[config.mk]
export PLATFORM = sky130hd
export DESIGN_NAME = framebuffer_pixel_writer
export DESIGN_NICKNAME = d
export VERILOG_FILES = /design/src/hw/rtl/fpw_pkg.sv /design/src/hw/rtl/fpw_front.sv /design/src/hw/rtl/fpw_addr.sv /design/src/hw/rtl/fpw_emit.sv /design/src/hw/rtl/framebuffer_pixel_writer.sv
export SDC_FILE = /design/constraint.sdc
export NUM_CORES = 1
export LEC_CHECK = 0
export ABC_AREA = 1
export BUFFER_PORTS_ARGS = -buffer_cell sky130_fd_sc_hd__buf_4
export CAP_MARGIN = 20
export CORE_AREA = 3 3 203 205
export DETAILED_ROUTE_END_ITERATION = 12
export DIE_AREA = 0 0 206 208
export PLACE_DENSITY = 0.84
export SYNTH_ARGS = -nofsm -noshare
export SYNTH_HDL_FRONTEND = slang
export SYNTH_HIERARCHICAL = 1
export SYNTH_SLANG_ARGS = --single-unit
[constraint.sdc]
create_clock -name clk -period 12.31 [get_ports clk]
set_input_delay 1.8465 -clock clk [delete_from_list [all_inputs] [get_ports clk]]
set_output_delay 1.8465 -clock clk [all_outputs]
set_load 0.02 [all_outputs]
[src/hw/rtl/fpw_pkg.sv]
// ----------------------------------------------------------------------------
// fpw_pkg
// Shared types, register indexes and colour packing for the pixel writer.
// ----------------------------------------------------------------------------
package fpw_pkg;

	// configuration register indexes
	localparam int unsigned CFG_INDEX_W = 3;
	localparam logic [CFG_INDEX_W-1:0] REG_LINE_PIXELS = 3'd0;
	localparam logic [CFG_INDEX_W-1:0] REG_FRAME_LINES = 3'd1;
	localparam logic [CFG_INDEX_W-1:0] REG_PIXEL_BYTES = 3'd2;
	localparam logic [CFG_INDEX_W-1:0] REG_ALPHA_MODE  = 3'd3;
	localparam logic [CFG_INDEX_W-1:0] REG_BUFFER_BASE = 3'd4;

	// reset values of the registers
	localparam logic [12:0] LINE_PIXELS_RST = 13'd1024;
	localparam logic [12:0] FRAME_LINES_RST = 13'd768;
	localparam logic [2:0]  PIXEL_BYTES_RST = 3'd1;

	// bytes-per-pixel code held as (count - 1)
	localparam logic [1:0] PB_ONE   = 2'd0;
	localparam logic [1:0] PB_TWO   = 2'd1;
	localparam logic [1:0] PB_THREE = 2'd2;
	localparam logic [1:0] PB_FOUR  = 2'd3;

	// one pixel ready for byte sequencing
	typedef struct packed {
		logic [31:0] addr;    // address of the first byte
		logic [31:0] data;    // bytes, least significant first
		logic [1:0]  last;    // byte count minus one
		logic        reject;  // pixel outside the frame
	} fpw_item_t;

	// pack an argb colour into 16 bits, rgb565 or argb1555
	function automatic logic [31:0] pack16(input logic [31:0] argb, input logic alpha);
		logic [7:0] a;
		logic [7:0] r;
		logic [7:0] g;
		logic [7:0] b;
		a = argb[31:24];
		r = argb[23:16];
		g = argb[15:8];
		b = argb[7:0];
		if (alpha) begin
			pack16 = {16'd0, a[7], r[7:3], g[7:3], b[7:3]};
		end else begin
			pack16 = {16'd0, r[7:3], g[7:2], b[7:3]};
		end
	endfunction

endpackage

[src/hw/rtl/fpw_front.sv]
// ----------------------------------------------------------------------------
// fpw_front
// First pipeline stage: frame bounds check, line multiply and colour packing.
// ----------------------------------------------------------------------------
module fpw_front #(
	parameter int unsigned COORD_BITS = 12
) (
	input  logic                    clk,
	input  logic                    arst_n,
	input  logic                    pixel_valid,
	output logic                    take_ready,
	input  logic [COORD_BITS-1:0]   column,
	input  logic [COORD_BITS-1:0]   row,
	input  logic [31:0]             pixel_color,
	input  logic [12:0]             line_pixels,
	input  logic [12:0]             frame_lines,
	input  logic [2:0]              pixel_bytes,
	input  logic                    alpha_mode,
	input  logic                    nxt_ready,
	output logic                    valid_s1,
	output logic [COORD_BITS-1:0]   col_s1,
	output logic [COORD_BITS+12:0]  prod_s1,
	output logic [31:0]             color_s1,
	output logic [1:0]              last_s1,
	output logic                    rej_s1
);

	localparam int unsigned PW = COORD_BITS + 13;

	logic          adv;
	logic          reject;
	logic [1:0]    last;
	logic [PW-1:0] prod;
	logic [31:0]   color;

	assign adv        = !valid_s1 || nxt_ready;
	assign take_ready = adv;

	// bounds check against the configured frame size
	assign reject = (PW'(column) >= PW'(line_pixels)) || (PW'(row) >= PW'(frame_lines));

	// pixel index of the line start
	assign prod = PW'(line_pixels) * PW'(row);

	// clamp the byte count to one..four
	always_comb begin
		case (pixel_bytes)
			3'd0, 3'd1: last = fpw_pkg::PB_ONE;
			3'd2:       last = fpw_pkg::PB_TWO;
			3'd3:       last = fpw_pkg::PB_THREE;
			default:    last = fpw_pkg::PB_FOUR;
		endcase
	end

	// only two-byte pixels are packed
	assign color = (last == fpw_pkg::PB_TWO) ? fpw_pkg::pack16(pixel_color, alpha_mode)
		: pixel_color;

	// stage valid
	always_ff @(posedge clk or negedge arst_n) begin
		if (!arst_n) begin
			valid_s1 <= 1'b0;
		end else if (adv) begin
			valid_s1 <= pixel_valid;
		end
	end

	// stage payload
	always_ff @(posedge clk) begin
		if (adv) begin
			col_s1   <= column;
			prod_s1  <= prod;
			color_s1 <= color;
			last_s1  <= last;
			rej_s1   <= reject;
		end
	end

endmodule

[src/hw/rtl/fpw_addr.sv]
// ----------------------------------------------------------------------------
// fpw_addr
// Second and third pipeline stages: byte offset, then buffer base add.
// ----------------------------------------------------------------------------
module fpw_addr #(
	parameter int unsigned COORD_BITS = 12
) (
	input  logic                    clk,
	input  logic                    arst_n,
	input  logic                    valid_s1,
	output logic                    take_ready,
	input  logic [COORD_BITS-1:0]   col_s1,
	input  logic [COORD_BITS+12:0]  prod_s1,
	input  logic [31:0]             color_s1,
	input  logic [1:0]              last_s1,
	input  logic                    rej_s1,
	input  logic [31:0]             buffer_base,
	input  logic                    nxt_ready,
	output logic                    valid_s3,
	output fpw_pkg::fpw_item_t      item_s3
);

	localparam int unsigned PW = COORD_BITS + 13;
	localparam int unsigned IW = PW + 1;
	localparam int unsigned OW = PW + 3;

	logic          adv2;
	logic          adv3;
	logic [IW-1:0] idx;
	logic [OW-1:0] offset;

	logic          valid_s2;
	logic [OW-1:0] off_s2;
	logic [31:0]   color_s2;
	logic [1:0]    last_s2;
	logic          rej_s2;

	assign adv3       = !valid_s3 || nxt_ready;
	assign adv2       = !valid_s2 || adv3;
	assign take_ready = adv2;

	// pixel index, then scale by bytes per pixel with shifts and one add
	assign idx = IW'(prod_s1) + IW'(col_s1);
	always_comb begin
		case (last_s1)
			fpw_pkg::PB_ONE:   offset = OW'(idx);
			fpw_pkg::PB_TWO:   offset = OW'(idx) << 1;
			fpw_pkg::PB_THREE: offset = OW'(idx) + (OW'(idx) << 1);
			default:           offset = OW'(idx) << 2;
		endcase
	end

	// stage valids
	always_ff @(posedge clk or negedge arst_n) begin
		if (!arst_n) begin
			valid_s2 <= 1'b0;
			valid_s3 <= 1'b0;
		end else begin
			if (adv2) begin
				valid_s2 <= valid_s1;
			end
			if (adv3) begin
				valid_s3 <= valid_s2;
			end
		end
	end

	// stage two payload
	always_ff @(posedge clk) begin
		if (adv2) begin
			off_s2   <= offset;
			color_s2 <= color_s1;
			last_s2  <= last_s1;
			rej_s2   <= rej_s1;
		end
	end

	// stage three: base add, rejected pixels become a single zero byte
	always_ff @(posedge clk) begin
		if (adv3) begin
			item_s3.addr   <= rej_s2 ? 32'd0 : buffer_base + 32'(off_s2);
			item_s3.data   <= rej_s2 ? 32'd0 : color_s2;
			item_s3.last   <= rej_s2 ? fpw_pkg::PB_ONE : last_s2;
			item_s3.reject <= rej_s2;
		end
	end

endmodule

[src/hw/rtl/fpw_emit.sv]
// ----------------------------------------------------------------------------
// fpw_emit
// Byte sequencer: splits each pixel into byte writes behind an output register.
// ----------------------------------------------------------------------------
module fpw_emit (
	input  logic               clk,
	input  logic               arst_n,
	input  logic               item_valid,
	output logic               item_ready,
	input  fpw_pkg::fpw_item_t item,
	output logic               wr_valid,
	input  logic               wr_stall,
	output logic [31:0]        byte_address,
	output logic [7:0]         byte_data,
	output logic               final_byte,
	output logic               out_of_range
);

	logic        valid_q;
	logic [31:0] addr_q;
	logic [7:0]  data_q;
	logic        final_q;
	logic        oor_q;
	logic [1:0]  rem_q;
	logic [31:0] pend_addr_q;
	logic [23:0] pend_data_q;

	logic adv;
	logic take;
	logic step;

	// output register is free or its transfer completes this cycle
	assign adv        = !valid_q || !wr_stall;
	assign take       = adv && (rem_q == 2'd0);
	assign item_ready = take;
	assign step       = adv && (rem_q != 2'd0);

	// output valid and remaining byte count
	always_ff @(posedge clk or negedge arst_n) begin
		if (!arst_n) begin
			valid_q <= 1'b0;
			rem_q   <= 2'd0;
		end else if (step) begin
			valid_q <= 1'b1;
			rem_q   <= rem_q - 2'd1;
		end else if (take) begin
			valid_q <= item_valid;
			rem_q   <= item_valid ? item.last : 2'd0;
		end
	end

	// byte payload and the bytes still to go
	always_ff @(posedge clk) begin
		if (step) begin
			addr_q      <= pend_addr_q;
			data_q      <= pend_data_q[7:0];
			final_q     <= (rem_q == 2'd1);
			oor_q       <= 1'b0;
			pend_addr_q <= pend_addr_q + 32'd1;
			pend_data_q <= pend_data_q >> 8;
		end else if (take) begin
			addr_q      <= item.addr;
			data_q      <= item.data[7:0];
			final_q     <= (item.last == fpw_pkg::PB_ONE);
			oor_q       <= item.reject;
			pend_addr_q <= item.addr + 32'd1;
			pend_data_q <= item.data[31:8];
		end
	end

	assign wr_valid     = valid_q;
	assign byte_address = addr_q;
	assign byte_data    = data_q;
	assign final_byte   = final_q;
	assign out_of_range = oor_q;

	// bytes pending only behind a valid output
	a_rem_needs_valid: assert property (@(posedge clk) disable iff (!arst_n)
		(rem_q != 2'd0) |-> valid_q)
		else $error("bytes pending without a valid output");

	// the last byte of a pixel is flagged exactly when nothing remains
	a_final_matches_rem: assert property (@(posedge clk) disable iff (!arst_n)
		valid_q |-> (final_q == (rem_q == 2'd0)))
		else $error("final byte flag out of step with remaining count");

	// a rejected pixel is a single zero transfer
	a_reject_single: assert property (@(posedge clk) disable iff (!arst_n)
		(valid_q && oor_q) |-> (final_q && addr_q == 32'd0 && data_q == 8'd0))
		else $error("rejected pixel transfer malformed");

	// each completed transfer of a multi-byte pixel moves to the next address
	a_addr_step: assert property (@(posedge clk) disable iff (!arst_n)
		(valid_q && !wr_stall && rem_q != 2'd0) |=> (addr_q == $past(addr_q) + 32'd1))
		else $error("byte address did not advance");

endmodule

[src/hw/rtl/framebuffer_pixel_writer.sv]
// ----------------------------------------------------------------------------
// framebuffer_pixel_writer
// Turns pixel writes into little-endian byte writes into a frame buffer.
// ----------------------------------------------------------------------------
// Each pixel (column, row, argb colour) is checked against the frame size; an
// out-of-frame pixel gives one transfer with out_of_range and final_byte set
// and zero address and data. An in-frame pixel gives pixel_bytes transfers at
// buffer_base + (line_pixels*row + column)*pixel_bytes + j, lowest byte first,
// with two-byte pixels packed to rgb565 or, in alpha mode, argb1555. A pixel
// takes pixel_bytes byte transfers, clamped to one..four: the byte sequencer
// sends one byte a cycle while wr_stall is low, so one-byte pixels run at one
// a cycle. On its way to the first byte a pixel passes three pipeline stages
// and the output register.
// Configuration is taken at any time on the cfg channel but must only change
// while idle.
// ----------------------------------------------------------------------------
module framebuffer_pixel_writer #(
	parameter int unsigned COORD_BITS = 12
) (
	input  logic                              clk,
	input  logic                              arst_n,
	// configuration writes
	input  logic                              cfg_valid,
	output logic                              cfg_ready,
	input  logic [fpw_pkg::CFG_INDEX_W-1:0]   cfg_index,
	input  logic [31:0]                       cfg_data,
	// pixel channel
	input  logic                              pixel_valid,
	output logic                              pixel_stall,
	input  logic [COORD_BITS-1:0]             column,
	input  logic [COORD_BITS-1:0]             row,
	input  logic [31:0]                       pixel_color,
	// byte write channel
	output logic                              wr_valid,
	input  logic                              wr_stall,
	output logic [31:0]                       byte_address,
	output logic [7:0]                        byte_data,
	output logic                              final_byte,
	output logic                              out_of_range
);

	logic [12:0] line_pixels_q;
	logic [12:0] frame_lines_q;
	logic [2:0]  pixel_bytes_q;
	logic        alpha_mode_q;
	logic [31:0] buffer_base_q;

	logic                   front_ready;
	logic                   valid_s1;
	logic [COORD_BITS-1:0]  col_s1;
	logic [COORD_BITS+12:0] prod_s1;
	logic [31:0]            color_s1;
	logic [1:0]             last_s1;
	logic                   rej_s1;
	logic                   addr_ready;
	logic                   valid_s3;
	fpw_pkg::fpw_item_t     item_s3;
	logic                   emit_ready;

	// configuration registers, always ready
	assign cfg_ready = 1'b1;
	always_ff @(posedge clk or negedge arst_n) begin
		if (!arst_n) begin
			line_pixels_q <= fpw_pkg::LINE_PIXELS_RST;
			frame_lines_q <= fpw_pkg::FRAME_LINES_RST;
			pixel_bytes_q <= fpw_pkg::PIXEL_BYTES_RST;
			alpha_mode_q  <= 1'b0;
			buffer_base_q <= 32'd0;
		end else if (cfg_valid && cfg_ready) begin
			case (cfg_index)
				fpw_pkg::REG_LINE_PIXELS: line_pixels_q <= cfg_data[12:0];
				fpw_pkg::REG_FRAME_LINES: frame_lines_q <= cfg_data[12:0];
				fpw_pkg::REG_PIXEL_BYTES: pixel_bytes_q <= cfg_data[2:0];
				fpw_pkg::REG_ALPHA_MODE:  alpha_mode_q  <= cfg_data[0];
				fpw_pkg::REG_BUFFER_BASE: buffer_base_q <= cfg_data;
				default: ;
			endcase
		end
	end

	assign pixel_stall = !front_ready;

	// bounds check, line multiply, colour packing
	fpw_front #(
		.COORD_BITS (COORD_BITS)
	) u_front (
		.clk         (clk),
		.arst_n      (arst_n),
		.pixel_valid (pixel_valid),
		.take_ready  (front_ready),
		.column      (column),
		.row         (row),
		.pixel_color (pixel_color),
		.line_pixels (line_pixels_q),
		.frame_lines (frame_lines_q),
		.pixel_bytes (pixel_bytes_q),
		.alpha_mode  (alpha_mode_q),
		.nxt_ready   (addr_ready),
		.valid_s1    (valid_s1),
		.col_s1      (col_s1),
		.prod_s1     (prod_s1),
		.color_s1    (color_s1),
		.last_s1     (last_s1),
		.rej_s1      (rej_s1)
	);

	// byte offset and base address
	fpw_addr #(
		.COORD_BITS (COORD_BITS)
	) u_addr (
		.clk         (clk),
		.arst_n      (arst_n),
		.valid_s1    (valid_s1),
		.take_ready  (addr_ready),
		.col_s1      (col_s1),
		.prod_s1     (prod_s1),
		.color_s1    (color_s1),
		.last_s1     (last_s1),
		.rej_s1      (rej_s1),
		.buffer_base (buffer_base_q),
		.nxt_ready   (emit_ready),
		.valid_s3    (valid_s3),
		.item_s3     (item_s3)
	);

	// byte sequencing and output register
	fpw_emit u_emit (
		.clk          (clk),
		.arst_n       (arst_n),
		.item_valid   (valid_s3),
		.item_ready   (emit_ready),
		.item         (item_s3),
		.wr_valid     (wr_valid),
		.wr_stall     (wr_stall),
		.byte_address (byte_address),
		.byte_data    (byte_data),
		.final_byte   (final_byte),
		.out_of_range (out_of_range)
	);

endmodule

==> impl_metrics.json <==
{
  "drtIter0Drc": 1901,
  "tightest_slew_ns": 1.02,
  "use_met1": 0.380,
  "pin_count": 141,
  "synth_seq_cells": 368,
  "status": "completed",
  "finish.net_count": 3536,
  "setup_viol": 0,
  "fillers": 2980,
  "antenna_found_initial": 0,
  "dpl-instance-area_sq_mm": 0.0271,
  "clock_sinks": 368,
  "syn_inst": 3065,
  "post_cts.repair.setup_buffers": 0,
  "fin_worst_skew_ns": 0.0202,
  "grt.met2_usage": 0.520,
  "dieArea_sq_mm": 0.0428,
  "period_share": 0.506,
  "ys.warnings.count": 6,
  "clock_latency_ns": 0.55,
  "initial_core_util": 0.649,
  "dr.pass1.iters": 7,
  "cts.htree.levels": 2,
  "dp_hpwl_um": 48300,
  "synthFlopType": "edfxtp_1",
  "critPathCaptureType": "primary output",
  "synthArstFlopShare": 0.185,
  "final_common_cell": "nand2_1",
  "maxSlewViolCount": 0,
  "cp.required_ns": 10.46,
  "synth_edf_count": 291,
  "syn_avg_cell_area_sq_um": 8.39,
  "syn_area_sq_mm": 0.0257,
  "die-width_um": 206,
  "crit_chain": "buf_4 > nand2_4 > inv_1 > nor2_1 > inv_1 > nand3_2 > buf_4 > inv_1 > nand2_4 > inv_1 > buf_4",
  "grt_pass1_vias": 20900,
  "cp-start-kind": "input pin",
  "path_common_cell": "inv_1",
  "dp_cells": 3654,
  "path_buf_inv": 7,
  "finalSetupTns_ns": 0,
  "die_h_um": 208,
  "rsz0062_at_grt": "false",
  "hold_buffers": 0,
  "clockBufferDepth": 3,
  "routed_via_density": 5.69,
  "crit_path_max_fanout": 65,
  "fp.coreArea_sq_mm": 0.0396,
  "syn-num-nets": 3430,
  "yosysUniqueCellTypes": 61,
  "wire_per_inst_um": 17.4,
  "busiest_layer": "met2",
  "worstPathArrival_ns": 4.39,
  "hold_class": "register to register",
  "portBuffers": 139,
  "critPathTopFamily": "buffers and inverters",
  "postRouteAntennaNets": 0,
  "relSlewSlack": 0.318,
  "grt_start_max_net_pins": 89,
  "grt_pass1_wl_um": 104000,
  "maxCapViolCount": 0,
  "layout-drive-gt1-share": 0.101,
  "grtUsageTotal": 0.302,
  "clkTransAtPathRegs_ns": 0.06,
  "wl_um": 65000,
  "yosysSeqAreaShare": 0.413,
  "place_ws_ns": 5.89,
  "antenna_cells": 0,
  "gp_congestion": 0.962,
  "grt_use_met3": 0.0358,
  "cts_tree": "built",
  "ctsResizeCount": 0,
  "syn_to_final_growth_pct": 10.3,
  "drc_errors": 0,
  "fin_crit_ns": 6.23,
  "max_freq_mhz": 160,
  "rows": 73,
  "finalWorstSetupSlack_ns": 6.08,
  "rr_startpoint": "line_pixels_q[6]",
  "layout_common_cells": "nand2_1, inv_1, edfxtp_1",
  "cts_root_buffer": "clkbuf_16",
  "stdcell_count": 3727,
  "vias": 21200,
  "worstSetupPathType": "input pin to primary output",
  "hold_viol_final": 0,
  "cp_slowest_cell": "nor2_1",
  "min_from": "u_front/color_s1[31]",
  "crit_path_max_incr_delay_ns": 0.70,
  "gr-total-overflow": 0,
  "startpoint": "wr_stall",
  "final_area_sq_mm": 0.0283,
  "cts_buffers": 39
}
## sequential cells by signal, summed over array words and instances (netlist names), 12 cells and up
register             count
u_addr/item_s3          67
buffer_base_q           32
u_addr/color_s2         32
u_emit/byte_address     32
u_emit/pend_addr_q      32
u_front/color_s1        32
u_addr/off_s2           28
u_front/prod_s1         25
u_emit/pend_data_q      24
frame_lines_q           13
line_pixels_q           13
u_front/col_s1          12
## stage by stage
step | hold slack, ns | utilization
floorplan | 0.400 | -
detailed placement | 0.405 | 0.683
finish | 0.408 | 0.715
global route | 0.429 | 0.715
CTS | 0.403 | 0.714
global placement | 0.404 | 0.683
## worst paths after layout
check / to / slack, ns / cells after the start
max reg2reg: u_front/prod_s1[22] / 7.12 / 18
max: pixel_stall / 6.08 / 11
min reg2reg: u_addr/color_s2[31] / 0.41 / 0
min in group asynchronous: buffer_base_q[15] / 1.43 / 1
max in group asynchronous: frame_lines_q[5] / 10.27 / 1
min: u_addr/color_s2[31] / 0.41 / 0
## synthesized netlist by cell type (4+ instances only)
library cell,count,share of area
o21bai_1,7,0.0020
ha_1,156,0.076
buf_1,5,0.00073
a21oi_1,123,0.024
nand2_1,925,0.14
o2111ai_1,14,0.0048
dfstp_2,4,0.0041
nor2_4,4,0.0018
nand3_1,173,0.034
o21ai_0,90,0.018
nand4_1,41,0.010
xnor2_1,9,0.0031
dfxtp_1,9,0.0070
buf_2,27,0.0053
nor2_1,189,0.028
o21a_1,17,0.0050
dfrtp_1,64,0.062
inv_1,514,0.075
buf_6,4,0.0018
a21o_1,6,0.0018
inv_2,5,0.00073
a31oi_1,6,0.0015
nand2_4,4,0.0018
edfxtp_1,291,0.34
o221ai_1,4,0.0014
nor2_2,21,0.0051
nand2_2,42,0.010
xor2_1,42,0.014
nand3b_1,21,0.0061
o21ai_1,11,0.0021
clkbuf_1,42,0.0061
buf_4,9,0.0026
or2_2,4,0.00097
fa_1,113,0.088
nor3_1,16,0.0031
o211ai_1,9,0.0026
## cell type report
class                      count  area [sq um]  area share
multi-input combinational   2090         12700       0.449
tap                          525           657      0.0232
timing repair buffer         153          1170      0.0412
clock inverter                15           130     0.00459
inverter                     519          1950      0.0687
clock buffer                  57          1100      0.0389
sequential                   368         10600       0.375
## cells by family (layout without fill, tap and decap cells)
family          count (synthesis)  after routing  synth area share
fa+ha+maj                     269            269             0.164
other cells                     1              1          0.000146
flops                         368            368             0.413
xor+xnor                       51             51            0.0174
simple gates                 1458           1458             0.241
buf+inv                       607            744            0.0929
compound gates                311            311            0.0712
## routing by layer
metal / vias up / wire [um]
met5: - / 0
met4: 0 / 3410
met3: 216 / 4100
met2: 888 / 32300
met1: 10100 / 25100
li1: 10000 / -
Power is left out: the tool's default activity adds up to more than one toggle a clock period on the data nets, which glitch-free logic cannot reach.
